[src/rtl/rmq_pkg.sv]
`default_nettype none
// ----------------------------------------------------------------------------
// rmq_pkg
// Shared constants, types and the saturation helper of the rotation-matrix-to-quaternion core.
// ----------------------------------------------------------------------------
package rmq_pkg;

    localparam int DATA_W   = 16;
    localparam int FRAC     = 14;
    localparam int SUM_W    = DATA_W + 2;
    localparam int NUM_W    = DATA_W + 1;
    localparam int SQ_IN_W  = 2 * ((NUM_W + FRAC + 1) / 2);
    localparam int ROOT_W   = SQ_IN_W / 2;
    localparam int REM_W    = ROOT_W + 3;
    localparam int S_W      = ROOT_W + 1;
    localparam int DIV_D_W  = NUM_W + FRAC;
    localparam int Q_BITS   = DIV_D_W - (FRAC / 2 + 1);
    localparam int DREM_W   = S_W + 1;
    localparam int LATENCY  = 2 + ROOT_W + Q_BITS;

    typedef enum logic [1:0] {
        AX_W = 2'd0,
        AX_X = 2'd1,
        AX_Y = 2'd2,
        AX_Z = 2'd3
    } t_axis;

    typedef struct packed {
        logic                        valid;
        t_axis                       axis;
        logic                        degen;
        logic [2:0][NUM_W-1:0]       n;
        logic [SQ_IN_W-1:0]          x;
        logic [ROOT_W-1:0]           root;
        logic [REM_W-1:0]            rem;
    } t_sq;

    typedef struct packed {
        logic                        valid;
        t_axis                       axis;
        logic                        degen;
        logic [ROOT_W-1:0]           root;
        logic [2:0]                  neg;
        logic [2:0][Q_BITS-1:0]      dlo;
        logic [2:0][DREM_W-1:0]      rem;
        logic [2:0][Q_BITS-1:0]      q;
    } t_dv;

    function automatic logic [DATA_W-1:0] sat_mag(input logic neg, input logic [Q_BITS-1:0] q);
        logic [Q_BITS:0] lim;
        logic [Q_BITS:0] qe;
        logic [Q_BITS:0] neg_q;
        qe    = {1'b0, q};
        lim   = (Q_BITS+1)'(1) << (DATA_W - 1);
        neg_q = -qe;
        if (!neg) begin
            sat_mag = (qe >= lim) ? DATA_W'(lim - 1'b1) : qe[DATA_W-1:0];
        end else begin
            sat_mag = (qe > lim) ? DATA_W'(lim) : neg_q[DATA_W-1:0];
        end
    endfunction

endpackage
`default_nettype wire

[src/rtl/rmq_sqrt.sv]
`default_nettype none
// ----------------------------------------------------------------------------
// rmq_sqrt
// Pipelined digit-by-digit integer square root, one root bit per stage.
// ----------------------------------------------------------------------------
module rmq_sqrt (
    input  wire          i_clk,
    input  wire          i_rst_n,
    input  rmq_pkg::t_sq i_st,
    output rmq_pkg::t_sq o_st
);

    localparam int N = rmq_pkg::ROOT_W;

    rmq_pkg::t_sq r_st [N];
    rmq_pkg::t_sq n_st [N];

    for (genvar g = 0; g < N; g++) begin : g_stage
        logic [rmq_pkg::REM_W+1:0] tmp;
        logic [rmq_pkg::REM_W+1:0] trial;
        rmq_pkg::t_sq              src;

        if (g == 0) begin : g_first
            assign src = i_st;
        end else begin : g_next
            assign src = r_st[g-1];
        end

        always_comb begin
            n_st[g] = src;
            tmp     = {src.rem, src.x[rmq_pkg::SQ_IN_W-1 -: 2]};
            trial   = (rmq_pkg::REM_W+2)'({src.root, 2'b01});
            n_st[g].x = src.x << 2;
            if (tmp >= trial) begin
                n_st[g].rem  = rmq_pkg::REM_W'(tmp - trial);
                n_st[g].root = {src.root[rmq_pkg::ROOT_W-2:0], 1'b1};
            end else begin
                n_st[g].rem  = tmp[rmq_pkg::REM_W-1:0];
                n_st[g].root = {src.root[rmq_pkg::ROOT_W-2:0], 1'b0};
            end
        end

        always_ff @(posedge i_clk) begin
            if (!i_rst_n) begin
                r_st[g].valid <= 1'b0;
            end else begin
                r_st[g] <= n_st[g];
            end
        end
    end

    assign o_st = r_st[N-1];

endmodule
`default_nettype wire

[config.mk]
export PLATFORM = sky130hd
export DESIGN_NAME = rmq_sqrt
export DESIGN_NICKNAME = d
export VERILOG_FILES = /design/src/rtl/rmq_pkg.sv /design/src/rtl/rmq_sqrt.sv
export SDC_FILE = /design/constraint.sdc
export NUM_CORES = 2
export LEC_CHECK = 0
export BUFFER_PORTS_ARGS = -buffer_cell sky130_fd_sc_hd__buf_2
export CAP_MARGIN = 0
export CORE_MARGIN = 8
export CORE_UTILIZATION = 45
export DETAILED_ROUTE_END_ITERATION = 12
export HOLD_SLACK_MARGIN = 0.03
export SYNTH_ARGS = -nofsm -noshare
export SYNTH_HDL_FRONTEND = slang
export SYNTH_SLANG_ARGS = --single-unit
[constraint.sdc]
create_clock -name i_clk -period 6.6 [get_ports i_clk]
set_input_delay 0.66 -clock i_clk [delete_from_list [all_inputs] [get_ports i_clk]]
set_output_delay 0.66 -clock i_clk [all_outputs]
set_load 0.1 [all_outputs]
==> results.cfg <==
[worst_setup_path]
worst_r2r_endpoint = r_st[0][848]
critPathKind = flip-flop to flip-flop
rr_worst_depth = 8
rrSetupSlack_ns = 2.82
cp-start-kind = flip-flop
r2r-start = r_st[0][720]
cp.required_ns = 7.10
worstPathArrival_ns = 4.28
startpoint = r_st[0][720]
critical_path.max_fanout = 30
cp-end-kind = flip-flop
critPathCapture = r_st[0][848]

[route]
dr_total_vias = 35745
first_iter_violations = 2465
first_pass_iters = 5
routed_wirelength_mm = 120
drc = 0
routed_via_density = 5.06
ant_nets = 0
wl_per_cell_um = 17.0

[layout]
largest_reg_flops = 1680
top_register = r_st
final_common_cell = edfxtp_1
instances_no_fill = 7062
final_cell_mix = edfxtp_1 (1664), inv_1 (374), a21oi_1 (293)
syn2layout_area_growth_pct = 15.4
post-route-util_pct = 52.2
reg_top3 = r_st (1680)
drive_gt1_share_pct = 13.0
final_area_um2 = 79100
insertedDiodeCount = 0
fin_nets = 5299

[pwr]
power_frac_comb_pct = 26.0
fin_total_pwr_mw = 33.0
clkPwrFrac_pct = 30.3
cellLeakagePower_nw = 30.0
p_per_area_nw_per_um2 = 418
switching_share_pct = 29.9
ir_drop_mv = 0.230
p_int_mw = 23.2
power_frac_seq_pct = 43.7
netSwitchingPower_mw = 9.86

[clocking]
clk_path_buf_depth = 3
htreeDepth = 4
postCtsSetupBuffers = 0
insertion_delay_ns = 0.82
cts_tree = done
cts-root-buf = clkbuf_16
hold_buffers = 95
path_clk_slew_ns = 0.06
numClockSinks = 1680
post_cts_resized = 0
cts_buffers = 176

[synthesis]
synthCells = 4432
synth_edf_count = 1664
synth-seq-cells = 1680
synth_seq_area_share_pct = 73.4
async_flop_share_pct = 0
synth_cell_types = 88
ys_warn_count = 0
postSynthAreaPerCell_um2 = 15.5
syn-cell-area_um2 = 68500
synthFlopType = edfxtp_1

[timing]
fin_ws_ns = 2.82
hold_violations = 0
slew_headroom_pct = 21.6
fin_skew_ns = 0.0637
worstMarginPinSlew_ns = 1.18
min_period_ns = 3.78
rsz0062_at_grt = false
finalCritPeriodShare_pct = 57.3
max_freq_ghz = 0.264
drv_slew = 0
setup_tns_ns = 0
hold_ws_ns = 0.119
setup_violations = 0

[global_route]
gr-total-overflow = 0
grt_use_total_pct = 14.4
grt_max_degree = 176
antenna_found_initial = 4
grt_pass1_wl_mm = 191
first_global_vias = 35383

[placed_design]
post_dp_cell_area_um2 = 72100
post-place-ws_ns = 2.85
dp.cells = 6644
port_buffers = 213
hpwl_mm = 81.1
gp_congestion = 0.876

[floorplanning]
start_util_pct = 45.2
die-area_um2 = 165000
std_cell_rows = 143
ios = 246
die_h_um = 406
die_w_um = 406
core_region_area_um2 = 152000

[run_status]
status = finished, final reports clean

[run]
max_cap_violations = 0

[worst_hold_path]
hp-class = input port to flip-flop
## routing by layer
layer	wire length [um]	global-route usage (%)	vias up
li1	-	-	17556
met1	53700	18.9	17289
met2	58200	24.0	696
met3	5210	2.80	204
met4	3190	4.71	0
met5	0	0	-
## logic make-up after synthesis
kind of cell               Yosys count  share of synthesized area (%)
adders and majority gates          288                           5.26
other                                1                        0.00547
AOI/OAI and AO/OA                  883                           8.18
buffers and inverters              466                           2.80
DFF                               1680                           73.4
muxes                              134                           2.17
and+or+nand+nor                    758                           5.35
xor gates and xnor gates           222                           2.84
## worst min-delay path by stage
stage                         endpoint  cells after the start  slack (ns)         start
after global placement    r_st[1][334]                      0        0.40  r_st[1][214]
after CTS                 r_st[0][113]                      1        0.04     i_st[115]
after detailed placement  r_st[0][200]                      0        0.40   r_st[0][80]
after floorplan           r_st[0][157]                      0        0.40   r_st[0][35]
final                      r_st[0][39]                      1        0.12      i_st[39]
after global routing       r_st[0][40]                      1        0.05      i_st[40]
## cells in the mapped netlist, drive strengths merged (6+ instances only)
cell | n | area [um^2]
dfxtp | 16 | 320
o2111ai | 9 | 78.8
o22ai | 10 | 68.8
nor4 | 14 | 87.6
and4 | 8 | 70.1
or2 | 10 | 62.6
o221ai | 6 | 52.6
mux2i | 16 | 160
a21oi | 294 | 1480
o21a | 55 | 413
nand3 | 48 | 240
o31ai | 23 | 178
edfxtp | 1664 | 50000
xor2 | 89 | 780
nor2 | 229 | 860
a22oi | 6 | 45.0
nor3 | 58 | 290
mux2 | 118 | 1330
nand2 | 181 | 682
o21ai | 175 | 880
a221oi | 13 | 120
or4 | 15 | 113
a211oi | 29 | 230
o31a | 9 | 78.8
o211ai | 22 | 165
a21o | 109 | 823
o21bai | 22 | 165
a21boi | 17 | 128
and3 | 34 | 213
or3 | 18 | 113
nand4 | 29 | 181
inv | 377 | 1420
a31oi | 28 | 175
xnor2 | 133 | 1160
buf | 50 | 355
nand2b | 40 | 250
nor2b | 30 | 188
clkbuf | 39 | 148
and2 | 29 | 181
ha | 288 | 3600
## power by group through the flow
stage	clock network [mW]	logic (mW)	registers, mW
floorplan	0	6.09	14.9
global route	10.8	9.48	14.6
detailed placement	0	8.46	14.7
global placement	0	8.38	14.7
CTS	10.4	8.56	14.5
finish	10.0	8.58	14.4
## final cells by class
class	count	area, um^2
clock buffer	216	4550
clock inverter	107	1470
fill	12421	72500
inverter	377	1420
multi-input combinational	2317	16500
sequential	1680	50300
tap	2030	2540
timing repair buffer	335	2330
## worst max-delay path, stage by stage, from the launching register on
cell      delay [ns]
edfxtp_1        0.39
ha_1            0.35
o21ai_0         0.13
a22oi_1         0.48
o221ai_1        0.31
or3_1           0.35
and3_1          0.28
inv_1           0.80
mux2_2          0.43
No activity file was read; power rests on OpenSTA's default activity.
