--- config.mk ---
export PLATFORM = sky130hd
export DESIGN_NAME = rmq_back
export DESIGN_NICKNAME = d
export VERILOG_FILES = /design/src/rtl/rmq_pkg.sv /design/src/rtl/rmq_back.sv
export SDC_FILE = /design/constraint.sdc
export NUM_CORES = 1
export LEC_CHECK = 0
export BUFFER_PORTS_ARGS = -buffer_cell sky130_fd_sc_hd__buf_2
export CAP_MARGIN = 5
export CORE_AREA = 2 2 110 112
export DETAILED_ROUTE_END_ITERATION = 12
export DIE_AREA = 0 0 112 114
export PLACE_DENSITY = 0.78
export SLEW_MARGIN = 15
export SYNTH_ARGS = -nofsm -noshare
export SYNTH_HDL_FRONTEND = slang
export SYNTH_SLANG_ARGS = --single-unit
--- constraint.sdc ---
create_clock -name i_clk -period 3.35 [get_ports i_clk]
set_input_delay 0.1675 -clock i_clk [delete_from_list [all_inputs] [get_ports i_clk]]
set_output_delay 0.1675 -clock i_clk [all_outputs]
set_load 0.1 [all_outputs]
--- src/rtl/rmq_pkg.sv ---
`default_nettype none
// ----------------------------------------------------------------------------
// rmq_pkg
// Shared constants, types and the saturation helper of the rotation-matrix-to-quaternion core.
// ----------------------------------------------------------------------------
package rmq_pkg;

    localparam int DATA_W   = 16;
    localparam int FRAC     = 14;
    localparam int SUM_W    = DATA_W + 2;
    localparam int NUM_W    = DATA_W + 1;
    localparam int SQ_IN_W  = 2 * ((NUM_W + FRAC + 1) / 2);
    localparam int ROOT_W   = SQ_IN_W / 2;
    localparam int REM_W    = ROOT_W + 3;
    localparam int S_W      = ROOT_W + 1;
    localparam int DIV_D_W  = NUM_W + FRAC;
    localparam int Q_BITS   = DIV_D_W - (FRAC / 2 + 1);
    localparam int DREM_W   = S_W + 1;
    localparam int LATENCY  = 2 + ROOT_W + Q_BITS;

    typedef enum logic [1:0] {
        AX_W = 2'd0,
        AX_X = 2'd1,
        AX_Y = 2'd2,
        AX_Z = 2'd3
    } t_axis;

    typedef struct packed {
        logic                        valid;
        t_axis                       axis;
        logic                        degen;
        logic [2:0][NUM_W-1:0]       n;
        logic [SQ_IN_W-1:0]          x;
        logic [ROOT_W-1:0]           root;
        logic [REM_W-1:0]            rem;
    } t_sq;

    typedef struct packed {
        logic                        valid;
        t_axis                       axis;
        logic                        degen;
        logic [ROOT_W-1:0]           root;
        logic [2:0]                  neg;
        logic [2:0][Q_BITS-1:0]      dlo;
        logic [2:0][DREM_W-1:0]      rem;
        logic [2:0][Q_BITS-1:0]      q;
    } t_dv;

    function automatic logic [DATA_W-1:0] sat_mag(input logic neg, input logic [Q_BITS-1:0] q);
        logic [Q_BITS:0] lim;
        logic [Q_BITS:0] qe;
        logic [Q_BITS:0] neg_q;
        qe    = {1'b0, q};
        lim   = (Q_BITS+1)'(1) << (DATA_W - 1);
        neg_q = -qe;
        if (!neg) begin
            sat_mag = (qe >= lim) ? DATA_W'(lim - 1'b1) : qe[DATA_W-1:0];
        end else begin
            sat_mag = (qe > lim) ? DATA_W'(lim) : neg_q[DATA_W-1:0];
        end
    endfunction

endpackage
`default_nettype wire

--- src/rtl/rmq_back.sv ---
`default_nettype none
// ----------------------------------------------------------------------------
// rmq_back
// Sign, saturation, component placement and the output register.
// ----------------------------------------------------------------------------
module rmq_back (
    input  wire                         i_clk,
    input  wire                         i_rst_n,
    input  rmq_pkg::t_dv                i_dv,
    output logic                        o_strobe,
    output logic [rmq_pkg::DATA_W-1:0]  o_q_w,
    output logic [rmq_pkg::DATA_W-1:0]  o_q_x,
    output logic [rmq_pkg::DATA_W-1:0]  o_q_y,
    output logic [rmq_pkg::DATA_W-1:0]  o_q_z,
    output logic                        o_degenerate
);

    logic [rmq_pkg::DATA_W-1:0] c [3];
    logic [rmq_pkg::DATA_W-1:0] h;
    logic [rmq_pkg::DATA_W-1:0] n_q_w, n_q_x, n_q_y, n_q_z;
    logic [rmq_pkg::DATA_W-1:0] r_q_w, r_q_x, r_q_y, r_q_z;
    logic                       r_strobe, r_degen;

    always_comb begin
        for (int l = 0; l < 3; l++) begin
            c[l] = rmq_pkg::sat_mag(i_dv.neg[l], i_dv.q[l]);
        end
        // axis component is the root halved, rounded half up
        h = rmq_pkg::DATA_W'(({1'b0, i_dv.root} + 1'b1) >> 1);
        n_q_w = c[0];
        n_q_x = c[1];
        n_q_y = c[2];
        n_q_z = c[2];
        case (i_dv.axis)
            rmq_pkg::AX_W: begin
                n_q_w = h;    n_q_x = c[0]; n_q_y = c[1]; n_q_z = c[2];
            end
            rmq_pkg::AX_X: begin
                n_q_w = c[0]; n_q_x = h;    n_q_y = c[1]; n_q_z = c[2];
            end
            rmq_pkg::AX_Y: begin
                n_q_w = c[0]; n_q_x = c[1]; n_q_y = h;    n_q_z = c[2];
            end
            rmq_pkg::AX_Z: begin
                n_q_w = c[0]; n_q_x = c[1]; n_q_y = c[2]; n_q_z = h;
            end
            default: begin
                n_q_w = '0;   n_q_x = '0;   n_q_y = '0;   n_q_z = '0;
            end
        endcase
        if (i_dv.degen) begin
            n_q_w = '0; n_q_x = '0; n_q_y = '0; n_q_z = '0;
        end
    end

    always_ff @(posedge i_clk) begin
        if (!i_rst_n) begin
            r_strobe <= 1'b0;
        end else begin
            r_strobe <= i_dv.valid;
        end
        r_q_w   <= n_q_w;
        r_q_x   <= n_q_x;
        r_q_y   <= n_q_y;
        r_q_z   <= n_q_z;
        r_degen <= i_dv.degen;
    end

    assign o_strobe     = r_strobe;
    assign o_q_w        = r_q_w;
    assign o_q_x        = r_q_x;
    assign o_q_y        = r_q_y;
    assign o_q_z        = r_q_z;
    assign o_degenerate = r_degen;

endmodule
`default_nettype wire

==> out/results.ini <==
[status]
status = finished clean

[floorplan]
start_util_pct = 41.6
rows = 40
ioPinCount = 283
core_area_um2 = 11700
die_h_um = 114
die_w_um = 112
fp.dieArea_um2 = 12800

[cells_and_area]
layout-drive-gt1-share_pct = 27.1
diodes = 0
fin_area_um2 = 5990
final_common_cell = buf_2
final_nets = 1016
final_cell_mix = buf_2 (159), nor2_1 (71), dfxtp_1 (66)
syn_to_final_growth_pct = 23.1

[placed_design]
post_dp_cell_area_um2 = 5720
place_congestion = 0.934
portBuffers = 159
dp.final_hpwl_um = 13500
place_ws_ns = 0.932

[run]
timing.max_cap.violations = 0

[clock_network]
cts_sinks = 66
cts_tree = done
htree_levels = 3
cts_made_buffers = 9
postCtsSetupBuffers = 0
clock_path_buffers = 2
clk_pin_slew_ns = 0.06
clock-root-buffer = clkbuf_16
postCtsHoldBufs = 0
cts_resized = 0

[detailed_routing]
drt_iter0_markers = 871
drt-wirelength-per-cell_um = 18.9
vias = 5931
totalWireLength_um = 17900
antenna_left = 0
drtPass1Iterations = 6
via_per_inst = 6.26
drc_errors = 0

[critical_path]
cp_cell_sequence = buf_2, inv_1, ha_1, nor4b_2, and4_2, o21ai_1, o21ai_0, a31oi_1, nor3_1
required_ns = 3.55
crit_fanout = 5
crit_path_top_delay_cell = nor4b_2
max_stage_delay_ns = 0.42
path_buf_inv = 2
cp_top_family = simple AND/OR/NAND/NOR gates
critPathCaptureType = register
critPathKind = input pin to register
worstPathArrival_ns = 2.39
start_kind = input pin

[power_and_ir_drop]
peakVddDrop_mv = 0.252
power_density_nw_per_um2 = 441
p_leak_nw = 2.43

[timing]
max_slew_margin_pct = 37.5
fin_setup_tns_ns = 0
slew_violations = 0
fin_crit_sh_pct = 65.4
setup_viol = 0
hold_viol_final = 0
worst_slack_ns = 1.16
max_freq_mhz = 456
tightest_slew_ns = 0.931
finalCriticalPeriod_ns = 2.19
rsz0062_at_grt = false

[synth]
synth_fp_nets = 879
async_reset_ff_share_pct = 0
seq_area_frac_synth_pct = 27.1
syn_inst = 658
syn-cell-area_um2 = 4870
ys_ff_latch = 66
syn_area_per_cell_um2 = 7.40
synth_edf_count = 0
yosys_warnings = 0
synth_ff_type = dfxtp_1
synth_cell_types = 84

[global_routing]
grt_pass1_vias = 5244
grt_max_degree = 47
antenna_found_initial = 1
overflow = 0
grt_first_pass_wirelength_um = 27400
grtUsageTotal_pct = 26.9

[worst_hold_path]
worstHoldPathType = input pin to register
holdPathStages = 2
worstHoldEndpoint = o_strobe
hp-start = i_dv[214]

==> worst max-delay path by stage <==
| stage | from | slack (ns) | end | cells after the start |
|---|---|---|---|---|
| after floorplan | i_dv[0] | 1.46 | o_q_x[1] | 8 |
| after global placement | i_dv[0] | 0.96 | o_q_x[4] | 9 |
| after detailed placement | i_dv[0] | 0.93 | o_q_x[4] | 9 |
| after CTS | i_dv[0] | 1.24 | o_q_x[4] | 9 |
| after global routing | i_dv[0] | 1.03 | o_q_x[4] | 9 |
| final | i_dv[0] | 1.16 | o_q_x[4] | 9 |
==> sequential cells by signal, indices dropped and copies added (netlist names) <==
register,flops
o_q_z,16
o_degenerate,1
o_q_y,16
o_q_x,16
o_strobe,1
o_q_w,16
==> per-layer routing <==
layer / vias up / track usage [%] / wire length (um)
li1: 2794 / - / -
met1: 2707 / 34.8 / 7130
met2: 380 / 43.2 / 8030
met3: 50 / 6.11 / 2010
met4: 0 / 11.5 / 751
met5: - / 0 / 0
==> cell type report <==
| class | count | area, um2 |
|---|---|---|
| Timing Repair Buffer | 163 | 826 |
| Multi-Input combinational cell | 534 | 3310 |
| Tap cell | 147 | 184 |
| Fill cell | 1190 | 5720 |
| Clock buffer | 11 | 243 |
| Inverter | 21 | 78.8 |
| Clock inverter | 5 | 30.0 |
| Sequential cell | 66 | 1320 |
==> synthesized netlist by cell type, drive strengths merged, types with 3 or more instances <==
cell type  instances  area share (%)
nand3             24             2.5
nor2              71             5.5
clkbuf            31             2.4
o21ai             47             4.8
o221ai             5            0.90
a31oi             23             3.0
nand4b             3            0.54
or4                9             1.6
o211ai             7             1.1
nor3b              3            0.46
xnor2             12             2.2
nor3              28             3.2
xor2               7             1.3
ha                 4             1.0
inv               21             1.6
or3               13             1.7
o31ai              4            0.62
dfxtp             66              27
o22ai             11             1.4
and4               3            0.57
nand4             14             1.9
nor4              20             3.9
o32ai              4            0.72
a211oi            13             2.1
a21o              10             1.6
o22a               3            0.57
or2                4            0.51
o41ai              5            0.90
or3b               3            0.54
and3               4            0.54
o311ai             5            0.90
a221oi             3            0.67
a211o              6             1.1
nor2b              4            0.51
and2               3            0.39
buf                6            0.82
nand2             59             4.7
a21oi             63             6.6
o21a               3            0.62
nor4b              3            0.67
==> stage by stage <==
| step | instances | util, % | hold WS (ns) | total power, W |
|---|---|---|---|---|
| 6_report | 947 | 51.2 | 0.0374 | 0.00264 |
| 5_1_grt | 947 | 51.2 | 0.0558 | 0.00273 |
| 4_1_cts | 947 | 51.2 | 0.0335 | 0.00263 |
| 3_5_place_dp | 931 | 48.8 | 0.372 | 0.00178 |
| 3_3_place_gp | 931 | 48.8 | 0.367 | 0.00178 |
| 2_1_floorplan | 658 | - | 0.195 | 0.00154 |
==> kinds of logic after synthesis <==
kind of cell | Yosys count | share of synthesized area [%]
and+or+nand+nor | 272 | 30.4
AOI/OAI and AO/OA | 235 | 32.2
DFF | 66 | 27.1
buffers and inverters | 58 | 4.83
xor gates and xnor gates | 19 | 3.42
muxes | 4 | 0.951
adders and majority gates | 4 | 1.03
==> report_power, final <==
part	leakage, nW	switching [W]	internal (W)	total (W)
registers	0.549	0.0000183	0.000844	0.000862
logic	1.75	0.000732	0.000188	0.000920
clock network	0.131	0.000344	0.000517	0.000861
No activity file was read; power rests on OpenSTA's default activity.
