[src/rtl/rmq_pkg.sv]
`default_nettype none
// ----------------------------------------------------------------------------
// rmq_pkg
// Shared constants, types and the saturation helper of the rotation-matrix-to-quaternion core.
// ----------------------------------------------------------------------------
package rmq_pkg;

    localparam int DATA_W   = 16;
    localparam int FRAC     = 14;
    localparam int SUM_W    = DATA_W + 2;
    localparam int NUM_W    = DATA_W + 1;
    localparam int SQ_IN_W  = 2 * ((NUM_W + FRAC + 1) / 2);
    localparam int ROOT_W   = SQ_IN_W / 2;
    localparam int REM_W    = ROOT_W + 3;
    localparam int S_W      = ROOT_W + 1;
    localparam int DIV_D_W  = NUM_W + FRAC;
    localparam int Q_BITS   = DIV_D_W - (FRAC / 2 + 1);
    localparam int DREM_W   = S_W + 1;
    localparam int LATENCY  = 2 + ROOT_W + Q_BITS;

    typedef enum logic [1:0] {
        AX_W = 2'd0,
        AX_X = 2'd1,
        AX_Y = 2'd2,
        AX_Z = 2'd3
    } t_axis;

    typedef struct packed {
        logic                        valid;
        t_axis                       axis;
        logic                        degen;
        logic [2:0][NUM_W-1:0]       n;
        logic [SQ_IN_W-1:0]          x;
        logic [ROOT_W-1:0]           root;
        logic [REM_W-1:0]            rem;
    } t_sq;

    typedef struct packed {
        logic                        valid;
        t_axis                       axis;
        logic                        degen;
        logic [ROOT_W-1:0]           root;
        logic [2:0]                  neg;
        logic [2:0][Q_BITS-1:0]      dlo;
        logic [2:0][DREM_W-1:0]      rem;
        logic [2:0][Q_BITS-1:0]      q;
    } t_dv;

    function automatic logic [DATA_W-1:0] sat_mag(input logic neg, input logic [Q_BITS-1:0] q);
        logic [Q_BITS:0] lim;
        logic [Q_BITS:0] qe;
        logic [Q_BITS:0] neg_q;
        qe    = {1'b0, q};
        lim   = (Q_BITS+1)'(1) << (DATA_W - 1);
        neg_q = -qe;
        if (!neg) begin
            sat_mag = (qe >= lim) ? DATA_W'(lim - 1'b1) : qe[DATA_W-1:0];
        end else begin
            sat_mag = (qe > lim) ? DATA_W'(lim) : neg_q[DATA_W-1:0];
        end
    endfunction

endpackage
`default_nettype wire

[src/rtl/rmq_front.sv]
`default_nettype none
// ----------------------------------------------------------------------------
// rmq_front
// Branch selection on trace and diagonal, radicand and numerator forming.
// ----------------------------------------------------------------------------
module rmq_front (
    input  wire                       i_clk,
    input  wire                       i_rst_n,
    input  wire                       i_valid,
    input  wire [8:0][rmq_pkg::DATA_W-1:0] i_m,
    output rmq_pkg::t_sq              o_st
);

    logic signed [rmq_pkg::SUM_W-1:0] m [9];
    logic signed [rmq_pkg::SUM_W-1:0] trace;
    logic signed [rmq_pkg::SUM_W-1:0] rad;
    logic signed [rmq_pkg::SUM_W-1:0] one;
    rmq_pkg::t_sq n_st;
    rmq_pkg::t_sq r_st;

    always_comb begin
        for (int i = 0; i < 9; i++) begin
            m[i] = rmq_pkg::SUM_W'($signed(i_m[i]));
        end
        one   = rmq_pkg::SUM_W'(1) << rmq_pkg::FRAC;
        trace = m[0] + m[4] + m[8];
        n_st  = '0;
        n_st.valid = i_valid;
        if (trace > 0) begin
            n_st.axis = rmq_pkg::AX_W;
            rad = trace + one;
            n_st.n[0] = rmq_pkg::NUM_W'(m[7] - m[5]);
            n_st.n[1] = rmq_pkg::NUM_W'(m[2] - m[6]);
            n_st.n[2] = rmq_pkg::NUM_W'(m[3] - m[1]);
        end else if (m[0] > m[4] && m[0] > m[8]) begin
            n_st.axis = rmq_pkg::AX_X;
            rad = one + m[0] - m[4] - m[8];
            n_st.n[0] = rmq_pkg::NUM_W'(m[7] - m[5]);
            n_st.n[1] = rmq_pkg::NUM_W'(m[1] + m[3]);
            n_st.n[2] = rmq_pkg::NUM_W'(m[2] + m[6]);
        end else if (m[4] > m[8]) begin
            n_st.axis = rmq_pkg::AX_Y;
            rad = one + m[4] - m[0] - m[8];
            n_st.n[0] = rmq_pkg::NUM_W'(m[2] - m[6]);
            n_st.n[1] = rmq_pkg::NUM_W'(m[1] + m[3]);
            n_st.n[2] = rmq_pkg::NUM_W'(m[5] + m[7]);
        end else begin
            n_st.axis = rmq_pkg::AX_Z;
            rad = one + m[8] - m[0] - m[4];
            n_st.n[0] = rmq_pkg::NUM_W'(m[3] - m[1]);
            n_st.n[1] = rmq_pkg::NUM_W'(m[2] + m[6]);
            n_st.n[2] = rmq_pkg::NUM_W'(m[5] + m[7]);
        end
        n_st.degen = (rad <= 0);
        // radicand scaled up by the fraction bits so the root keeps the format
        n_st.x = n_st.degen ? '0 :
            rmq_pkg::SQ_IN_W'({rad[rmq_pkg::SUM_W-2:0], {rmq_pkg::FRAC{1'b0}}});
    end

    always_ff @(posedge i_clk) begin
        if (!i_rst_n) begin
            r_st.valid <= 1'b0;
        end else begin
            r_st <= n_st;
        end
    end

    assign o_st = r_st;

endmodule
`default_nettype wire

[config.mk]
export PLATFORM = sky130hd
export DESIGN_NAME = rmq_front
export DESIGN_NICKNAME = d
export VERILOG_FILES = /design/src/rtl/rmq_pkg.sv /design/src/rtl/rmq_front.sv
export SDC_FILE = /design/constraint.sdc
export NUM_CORES = 1
export LEC_CHECK = 0
export BUFFER_PORTS_ARGS = -buffer_cell sky130_fd_sc_hd__buf_2
export CORE_UTILIZATION = 55
export CTS_CLUSTER_SIZE = 16
export DETAILED_ROUTE_END_ITERATION = 6
export GPL_TIMING_DRIVEN = 0
export PLACE_DENSITY = 0.88
export SLEW_MARGIN = 20
export SYNTH_ARGS = -nofsm -noshare
export SYNTH_HDL_FRONTEND = slang
export SYNTH_SLANG_ARGS = --single-unit
[constraint.sdc]
create_clock -name i_clk -period 5.1 [get_ports i_clk]
set_input_delay 0.51 -clock i_clk [delete_from_list [all_inputs] [get_ports i_clk]]
set_output_delay 0.51 -clock i_clk [all_outputs]
set_load 0.02 [all_outputs]
==> flow_summary_export.csv <==
group,metric,value,unit
floorplan,die-height,169,um
synthesis,synthTopCellsByArea,"ha_1 24%, edfxtp_1 14%, fa_1 10%, inv_1 5.5%, xnor2_1 4.8%",
sta,relSlewSlack,31.9,%
sta,setup-tns-final,0,ns
floorplan,core_region_area,0.0273,sq mm
drt,route.vias.total,14500,
drt,wirelength,47600,um
worst_hold_path,worstHoldPathType,"primary input to flop",
sta,finalHoldViolations,0,
grt,grt_max_degree,52,
place,dp_hpwl,40100,um
synthesis,synth_cell_types,88,
drt,post_drt_wl_per_cell,19.1,um
sta,finalSetupViolations,0,
grt,grt_pass1_vias,13700,
finish,stdcell_area,0.0176,sq mm
worst_hold_path,min_to,"o_st[121]$_SDFF_PN0_",
synthesis,yosys_warnings,0,
sta,fmax,0.203,GHz
clock_network,htreeDepth,3,
sta,finalWorstSetupSlack,0.175,ns
clock_network,cts_tree,"done",
synthesis,synth.avg_cell_area,8.42,sq um
pwr,p_leak,0.00861,uW
worst_setup_path,cp-start-kind,"primary input",
place,port_buffers,218,
drt,firstDrtPassIters,6,
synthesis,synthArstFlopShare,0,%
sta,grt_setup_unrepaired,"no",
clock_network,cts_max_path_buffers,2,
synthesis,yosysSeqAreaShare,14.0,%
sta,worst_slew_pin_slew,1.02,ns
worst_setup_path,slowest_stage,"nor2_1",
synthesis,yosys.cell_count.top_type,"ha_1",
synthesis,ys_ff_latch,72,
worst_setup_path,path_class,"primary input to flop",
drt,drtIter0Drc,1441,
finish,regArea,0.00215,sq mm
worst_setup_path,path_max_fanout,10,
place,post_dp_cell_area,0.0172,sq mm
worst_setup_path,crit_chain,"buf_2, inv_1, ha_1, or4b_1, nand4b_1, a21oi_1, a211oi_1, mux2_2, nor2_1, buf_2, nor2_1, a21oi_1, o21bai_1, mux2_2",
grt,grt_usage,32.7,%
drt,route.detailed.drc,0,
worst_setup_path,cp-startpoint,"i_m[15]",
drt,viasPerCell,5.84,
worst_setup_path,cp.arrival,5.02,ns
worst_hold_path,min_path_cells,2,
clock_network,cts_made_buffers,9,
floorplan,io_pins,269,
clock_network,post_cts_buffers,0,
pwr,power,5200,uW
finish,area_delta_synth_final,14.1,%
finish,fillCellCount,2369,
finish,multi_input_area,0.0121,sq mm
grt,antenna_found_initial,1,
outcome,status,"finished clean",
worst_setup_path,cp_slowest_stage_delay,0.81,ns
synthesis,synth_ff_type,"edfxtp_1",
floorplan,die_area,0.0287,sq mm
finish,largest_reg_flops,72,
worst_setup_path,cp.buffers_inverters,3,
clock_network,clkSinkCount,72,
finish,layout-drive-gt1-share,16.8,%
synthesis,yosysTopAreaCell,"ha_1",
place,dp_slack,-0.505,ns
worst_hold_path,hp-start,"i_valid",
clock_network,cts_root_buf,"clkbuf_16",
flow_run,cap_violations,0,
sta,drv_slew,0,
synthesis,synth_edf_count,71,
worst_setup_path,worstSetupEndpointType,"flop",
floorplan,std_cell_rows,60,
floorplan,start_util,56.6,%
floorplan,die_w,169,um
worst_setup_path,cp.required,5.20,ns
pwr,power_density,295,mW/mm^2
grt,grt_pass1_wl,72900,um
drt,ant_nets,0,
sta,post-route-period-util,96.6,%
synthesis,yosysTopAreaCellShare,23.6,%
grt,overflow,0,
synthesis,syn-cell-area,0.0154,sq mm
place,gp_congestion,0.975,
finish,num_antenna_cells,0,
finish,fin_nets,2627,
sta,fin_crit,4.93,ns
synthesis,yosys-top-cells-count,"291 x ha_1, 227 x inv_1, 128 x nor2_1",
clock_network,clkTransAtPathRegs,0.06,ns
pwr,ir_drop,0.148,mV
sta,holdWs,0.385,ns
synthesis,syn_inst,1832,
worst_setup_path,critPathTopFamily,"simple AND/OR/NAND/NOR gates",
metal layers:
layer	vias to the layer above	track usage (%)	share of wire, %	wire length (um)
li1	6812	-	-	-
met1	6760	46.0	43	20300
met2	860	51.1	43	20600
met3	103	5.46	11	5230
met4	2	10.3	3.3	1550
met5	-	0	0.027	13
report_power, final:
group	total, uW	switching, uW	internal [uW]
combinational	3600	2250	1350
clock	638	259	379
sequential	966	75.7	891
total	5200	2590	2620
kinds of logic after synthesis:
kind of cell	share of synthesized area (%)
other	0.0243
AND/OR/NAND/NOR	14.9
XOR/XNOR	6.58
AO/OA/AOI/OAI	19.1
flip-flops	14.0
multiplexers	2.34
buffers and inverters	9.47
adder cells (fa/ha/maj)	33.7
worst max path at each step:
stage | to | slack (ns) | cells after the start
floorplan | o_st[118]$_DFFE_PP_ | 0.58 | 17
global placement | o_st[54]$_SDFFCE_PP0P_ | -0.43 | 17
detailed placement | o_st[54]$_SDFFCE_PP0P_ | -0.51 | 17
CTS | o_st[57]$_SDFFCE_PP0P_ | 0.04 | 17
global route | o_st[118]$_DFFE_PP_ | 0.002 | 15
finish | o_st[93]$_DFFE_PP_ | 0.17 | 14
through the flow:
step,instances,utilization (%)
4_1_cts,2488,64.3
6_report,2488,64.6
2_1_floorplan,1881,-
5_1_grt,2488,64.6
3_5_place_dp,2472,63.1
3_3_place_gp,2471,63.0
layout make-up:
cell class / count / area share [%]
Timing Repair Buffer: 219 / 6.37
Inverter: 227 / 4.84
Buffer: 101 / 3.50
Clock buffer: 9 / 1.28
Tap cell: 372 / 2.64
Multi-Input combinational cell: 1481 / 68.7
Clock inverter: 7 / 0.405
Sequential cell: 72 / 12.2
cells in the final DEF, fill, tap and decap left out, types with 7 or more instances in the layout:
cell and instances:
o21bai_1 11, o21a_1 15, conb_1 50, a21o_1 20, o22ai_1 9, nand2b_1 25, o21ai_0 91, edfxtp_1 71
a221oi_1 10, mux2_2 9, buf_4 51, a31oi_1 18, xnor2_1 84, inv_1 227, fa_1 77, nand3_1 39
a211oi_1 18, o31a_1 8, and2_1 8, and3_1 10, clkbuf_1 31, o31ai_1 19, a21oi_1 125, o211ai_1 10
nand4_1 7, nand2_1 105, mux2i_1 26, or3_1 17, nor3b_1 7, buf_2 228, clkbuf_16 9, nor2_1 127
xor2_1 30, nor2b_1 32, or2_2 10, nor3_1 39, ha_1 291
repair_timing:
action | 4_1_cts | 5_1_grt
hold buffers | 0 | 0
pin swaps | 0 | 1
gates resized for setup | 4 | 22
endpoints found under the setup margin | 9 | 55
(Power assumes the default switching activity.)
