--- config.mk ---
export PLATFORM = sky130hd
export DESIGN_NAME = rmq_div
export DESIGN_NICKNAME = d
export VERILOG_FILES = /design/src/rtl/rmq_pkg.sv /design/src/rtl/rmq_div.sv
export SDC_FILE = /design/constraint.sdc
export NUM_CORES = 2
export LEC_CHECK = 0
export BUFFER_PORTS_ARGS = -buffer_cell sky130_fd_sc_hd__buf_2
export CAP_MARGIN = 10
export CORE_MARGIN = 5
export CORE_UTILIZATION = 50
export CTS_BUF_LIST = sky130_fd_sc_hd__clkbuf_16
export DETAILED_ROUTE_END_ITERATION = 16
export PLACE_DENSITY = 0.69
export SYNTH_ARGS = -nofsm -noshare
export SYNTH_HDL_FRONTEND = slang
export SYNTH_MEMORY_MAX_BITS = 65536
export SYNTH_SLANG_ARGS = --single-unit
--- constraint.sdc ---
create_clock -name i_clk -period 4.2 [get_ports i_clk]
set_input_delay 0.21 -clock i_clk [delete_from_list [all_inputs] [get_ports i_clk]]
set_output_delay 0.21 -clock i_clk [all_outputs]
set_load 0.02 [all_outputs]
--- src/rtl/rmq_pkg.sv ---
`default_nettype none
// ----------------------------------------------------------------------------
// rmq_pkg
// Shared constants, types and the saturation helper of the rotation-matrix-to-quaternion core.
// ----------------------------------------------------------------------------
package rmq_pkg;

    localparam int DATA_W   = 16;
    localparam int FRAC     = 14;
    localparam int SUM_W    = DATA_W + 2;
    localparam int NUM_W    = DATA_W + 1;
    localparam int SQ_IN_W  = 2 * ((NUM_W + FRAC + 1) / 2);
    localparam int ROOT_W   = SQ_IN_W / 2;
    localparam int REM_W    = ROOT_W + 3;
    localparam int S_W      = ROOT_W + 1;
    localparam int DIV_D_W  = NUM_W + FRAC;
    localparam int Q_BITS   = DIV_D_W - (FRAC / 2 + 1);
    localparam int DREM_W   = S_W + 1;
    localparam int LATENCY  = 2 + ROOT_W + Q_BITS;

    typedef enum logic [1:0] {
        AX_W = 2'd0,
        AX_X = 2'd1,
        AX_Y = 2'd2,
        AX_Z = 2'd3
    } t_axis;

    typedef struct packed {
        logic                        valid;
        t_axis                       axis;
        logic                        degen;
        logic [2:0][NUM_W-1:0]       n;
        logic [SQ_IN_W-1:0]          x;
        logic [ROOT_W-1:0]           root;
        logic [REM_W-1:0]            rem;
    } t_sq;

    typedef struct packed {
        logic                        valid;
        t_axis                       axis;
        logic                        degen;
        logic [ROOT_W-1:0]           root;
        logic [2:0]                  neg;
        logic [2:0][Q_BITS-1:0]      dlo;
        logic [2:0][DREM_W-1:0]      rem;
        logic [2:0][Q_BITS-1:0]      q;
    } t_dv;

    function automatic logic [DATA_W-1:0] sat_mag(input logic neg, input logic [Q_BITS-1:0] q);
        logic [Q_BITS:0] lim;
        logic [Q_BITS:0] qe;
        logic [Q_BITS:0] neg_q;
        qe    = {1'b0, q};
        lim   = (Q_BITS+1)'(1) << (DATA_W - 1);
        neg_q = -qe;
        if (!neg) begin
            sat_mag = (qe >= lim) ? DATA_W'(lim - 1'b1) : qe[DATA_W-1:0];
        end else begin
            sat_mag = (qe > lim) ? DATA_W'(lim) : neg_q[DATA_W-1:0];
        end
    endfunction

endpackage
`default_nettype wire

--- src/rtl/rmq_div.sv ---
`default_nettype none
// ----------------------------------------------------------------------------
// rmq_div
// Three-lane pipelined restoring divider, rounded numerator over twice the root.
// ----------------------------------------------------------------------------
module rmq_div (
    input  wire          i_clk,
    input  wire          i_rst_n,
    input  rmq_pkg::t_sq i_st,
    output rmq_pkg::t_dv o_dv
);

    localparam int N = rmq_pkg::Q_BITS;

    rmq_pkg::t_dv r_dv [N];
    rmq_pkg::t_dv n_dv [N];
    rmq_pkg::t_dv entry;

    // dividend is |n| * 2^frac + root, the root being half the divisor
    always_comb begin
        logic [rmq_pkg::NUM_W-1:0]   mag;
        logic [rmq_pkg::DIV_D_W-1:0] d;
        entry       = '0;
        entry.valid = i_st.valid;
        entry.axis  = i_st.axis;
        entry.degen = i_st.degen;
        entry.root  = i_st.root;
        for (int l = 0; l < 3; l++) begin
            entry.neg[l] = i_st.n[l][rmq_pkg::NUM_W-1];
            mag = entry.neg[l] ? -i_st.n[l] : i_st.n[l];
            d   = {mag, {rmq_pkg::FRAC{1'b0}}} + rmq_pkg::DIV_D_W'(i_st.root);
            entry.rem[l] = rmq_pkg::DREM_W'(d[rmq_pkg::DIV_D_W-1:N]);
            entry.dlo[l] = d[N-1:0];
        end
    end

    for (genvar g = 0; g < N; g++) begin : g_stage
        rmq_pkg::t_dv src;
        logic [rmq_pkg::S_W-1:0] dvs;
        logic [rmq_pkg::DREM_W-1:0] t [3];

        if (g == 0) begin : g_first
            assign src = entry;
        end else begin : g_next
            assign src = r_dv[g-1];
        end
        assign dvs = {src.root, 1'b0};

        always_comb begin
            n_dv[g] = src;
            for (int l = 0; l < 3; l++) begin
                t[l] = {src.rem[l][rmq_pkg::DREM_W-2:0], src.dlo[l][N-1]};
                n_dv[g].dlo[l] = src.dlo[l] << 1;
                if (t[l] >= rmq_pkg::DREM_W'(dvs)) begin
                    n_dv[g].rem[l] = t[l] - rmq_pkg::DREM_W'(dvs);
                    n_dv[g].q[l]   = {src.q[l][N-2:0], 1'b1};
                end else begin
                    n_dv[g].rem[l] = t[l];
                    n_dv[g].q[l]   = {src.q[l][N-2:0], 1'b0};
                end
            end
        end

        always_ff @(posedge i_clk) begin
            if (!i_rst_n) begin
                r_dv[g].valid <= 1'b0;
            end else begin
                r_dv[g] <= n_dv[g];
            end
        end
    end

    assign o_dv = r_dv[N-1];

endmodule
`default_nettype wire

==> results.json <==
{
  "clock_sinks": 2599,
  "critPathCaptureType": "flop",
  "period_share": 0.959,
  "grt_setup_unrepaired": "yes",
  "slew_viol_final": 0,
  "synth_enable_flop_cells": 2576,
  "syn_inst": 11600,
  "hpwlAfterDp_um": 291000,
  "ys_ff_latch": 2599,
  "crit_type": "input pin to flop",
  "grt_pass1_wl_um": 575000,
  "crit_path_max_incr_delay_ps": 520,
  "routed_wirelength_um": 382000,
  "worst_pin_slew_ps": 1210,
  "netlist_top_cells_count": "2,576 x edfxtp_1, 1,064 x ha_1, 880 x mux2_2",
  "p_int_uw": 81200,
  "ant_nets": 0,
  "die_h_um": 547,
  "antenna_found_initial": 5,
  "cts_tree": "yes",
  "cp.required_ps": 4830,
  "vias_per_cell": 5.89,
  "grt_pass1_vias": 95300,
  "syn_area_um2": 144000,
  "cp.arrival_ps": 4660,
  "switchingPower_uw": 48000,
  "grt_max_degree": 140,
  "synth_area_leaders": "edfxtp_1 54%, ha_1 9.2%, mux2_2 6.9%",
  "synth_top_flop_cell": "edfxtp_1",
  "fmax_ghz": 0.248,
  "core-area_um2": 288000,
  "clk-insertion-delay-late_ps": 910,
  "netlist.area_leader.share": 0.536,
  "top_register": "r_dv",
  "first_iter_violations": 7790,
  "power_density_nw_per_um2": 796,
  "final_area_um2": 162000,
  "die_w_um": 547,
  "reg2regPathDepth": 10,
  "rows": 197,
  "initial_utilization": 0.502,
  "comb_power_share": 0.461,
  "clock-root-buffer": "clkbuf_16",
  "place.gp.congestion": 0.971,
  "pwr-share-seq": 0.342,
  "route.detailed.drc": 0,
  "relSlewSlack": 0.194,
  "synthToLayoutAreaGrowth_pct": 12.4,
  "synth_cell_types": 93,
  "cts_made_buffers": 288,
  "clk_path_buf_depth": 4,
  "multi_input_area_um2": 63300,
  "switching_share": 0.371,
  "critical_path.cell_chain": "dlygate4sd3_1, buf_2, inv_1, ha_1, nor3b_2, or3_1, and2_1, nor4_4, buf_4, nand4bb_1, nor3_2, xnor2_1, ha_1, nand4_1, buf_4, or3_1, a2bb2oi_2, buf_4, mux2_2",
  "hp-class": "input pin to flop",
  "fin_nets": 13600,
  "grtUsageTotal": 0.247,
  "seq_area_um2": 77800,
  "start_kind": "input pin",
  "via_count": 96100,
  "avgSynthCellArea_um2": 12.4,
  "grt_overflow": 0,
  "io_buffers": 218,
  "critPathMaxFanout": 5,
  "synthArstFlopShare": 0,
  "min_path_cells": 4,
  "fillCellCount": 23200,
  "avgRoutedWirePerCell_um": 23.4,
  "period_needed_ps": 4030,
  "top_regs": "r_dv (2599)",
  "final_util": 0.564,
  "drt_pass1_iterations": 6,
  "dieArea_um2": 300000,
  "cts_htree_levels": 5,
  "skew_ps": 50.8,
  "yosysWarningCount": 0,
  "post_dp_cell_area_um2": 152000,
  "yosysMostFrequentCell": "edfxtp_1",
  "cp_common_cell": "buf_4",
  "synth_largest_area_cell": "edfxtp_1",
  "drive_gt1_frac": 0.165,
  "peakVddDrop_mv": 0.507,
  "leakagePower_uw": 0.0628,
  "largest_reg_flops": 2599,
  "outcome": "finished, final reports clean",
  "power.share.clock": 0.196,
  "yosysSeqAreaShare": 0.539,
  "num_io_pins": 339,
  "max_cap_violations": 0,
  "hold_violations": 0,
  "slowest_stage": "dlygate4sd3_1",
  "cts.clk_slew.worst_paths_ps": 60,
  "setup_viol": 0
}
critical path: cells and delay by family:
family                   cells  cell delay, ps
buffers and inverters        6            1200
AO/OA/AOI/OAI                1             180
AND/OR/NAND/NOR              8            2060
XOR/XNOR                     1             150
multiplexers                 1             280
adder cells (fa/ha/maj)      2             580
cell families (layout without fill, tap and decap cells):
logic type / count (synthesis) / after routing / synth area share
mux: 1046 / 1046 / 0.0803
simple gates: 2646 / 2648 / 0.0913
flops: 2599 / 2599 / 0.539
xor+xnor: 806 / 806 / 0.0489
fa+ha+maj: 1136 / 1136 / 0.102
buf+inv: 941 / 1779 / 0.0267
other cells: 1 / 75 / 0.0000260
compound gates: 2448 / 2448 / 0.112
cell usage in the layout (no fill, tap or decap), types with 73 or more instances in the layout:
| cell type | n |
|---|---|
| buf_4 | 311 |
| nor2b_1 | 204 |
| o21ai_0 | 454 |
| inv_1 | 698 |
| xor2_1 | 210 |
| o31ai_1 | 96 |
| edfxtp_1 | 2576 |
| buf_2 | 217 |
| o211ai_1 | 101 |
| a21o_1 | 191 |
| a21oi_1 | 602 |
| mux2i_1 | 162 |
| xnor2_1 | 594 |
| clkbuf_16 | 291 |
| nand2_1 | 517 |
| or2_2 | 73 |
| a31oi_1 | 127 |
| ha_1 | 1064 |
| mux2_2 | 880 |
| nand3_1 | 173 |
| o21a_1 | 222 |
| nor3_1 | 295 |
| or3_1 | 95 |
| nand4_1 | 165 |
| nor2_1 | 736 |
per-stage QoR:
stage               total power (uW)  worst slack (ps)  cells  hold WS, ps  setup TNS [ps]
global placement              101000              -501  15700          389          -11490
global route                  137000             -68.7  16300         7.69            -480
detailed placement            103000              -432  15700          389          -11670
floorplan                      85400              34.8  11700          309               0
CTS                           129000               165  16300        0.661               0
finish                        129000               173  16300         37.8               0
power groups by stage:
stage | combinational, uW | sequential [uW] | clock, uW
2_1_floorplan | 43700 | 41700 | 0
3_3_place_gp | 56900 | 44600 | 0
3_5_place_dp | 58100 | 44500 | 0
4_1_cts | 58900 | 44200 | 26000
5_1_grt | 64700 | 44700 | 27100
6_report | 59600 | 44200 | 25400
path summary, 6_finish.rpt:
kind                               startpoint            end  slack [ps]
worst min-delay path                i_st[106]   r_dv[0][187]          40
worst max-delay path                 i_st[67]    r_dv[0][74]         170
worst max register to register   r_dv[1][829]   r_dv[1][924]         250
worst min register to register  r_dv[0][1063]  r_dv[0][1276]         380
layout make-up:
class / count / area share
flip-flops and latches: 2599 / 0.479
repair buffers: 601 / 0.0271
inverters: 657 / 0.0152
diodes: 6 / 0.0000925
clock buffers: 291 / 0.0449
well taps: 3781 / 0.0291
clock inverters: 230 / 0.0141
multi-input cells: 8153 / 0.390
per-layer routing:
layer | GRT usage | part of all wire | vias to the layer above | wire, um
met5 | 0 | 0.000052 | - | 20
met4 | 0.100 | 0.047 | 2 | 17900
met3 | 0.0281 | 0.051 | 727 | 19300
met2 | 0.418 | 0.48 | 3034 | 183000
met1 | 0.324 | 0.42 | 47000 | 162000
li1 | - | - | 45400 | -
repair_timing:
item | 4_1_cts | 5_1_grt
gates resized for setup | 0 | 32
buffers inserted | 0 | 5
hold buffers | 48 | 0
hold endpoints to repair | 86 | 0
setup endpoints to repair | 0 | 62
(Power assumes the default switching activity.)
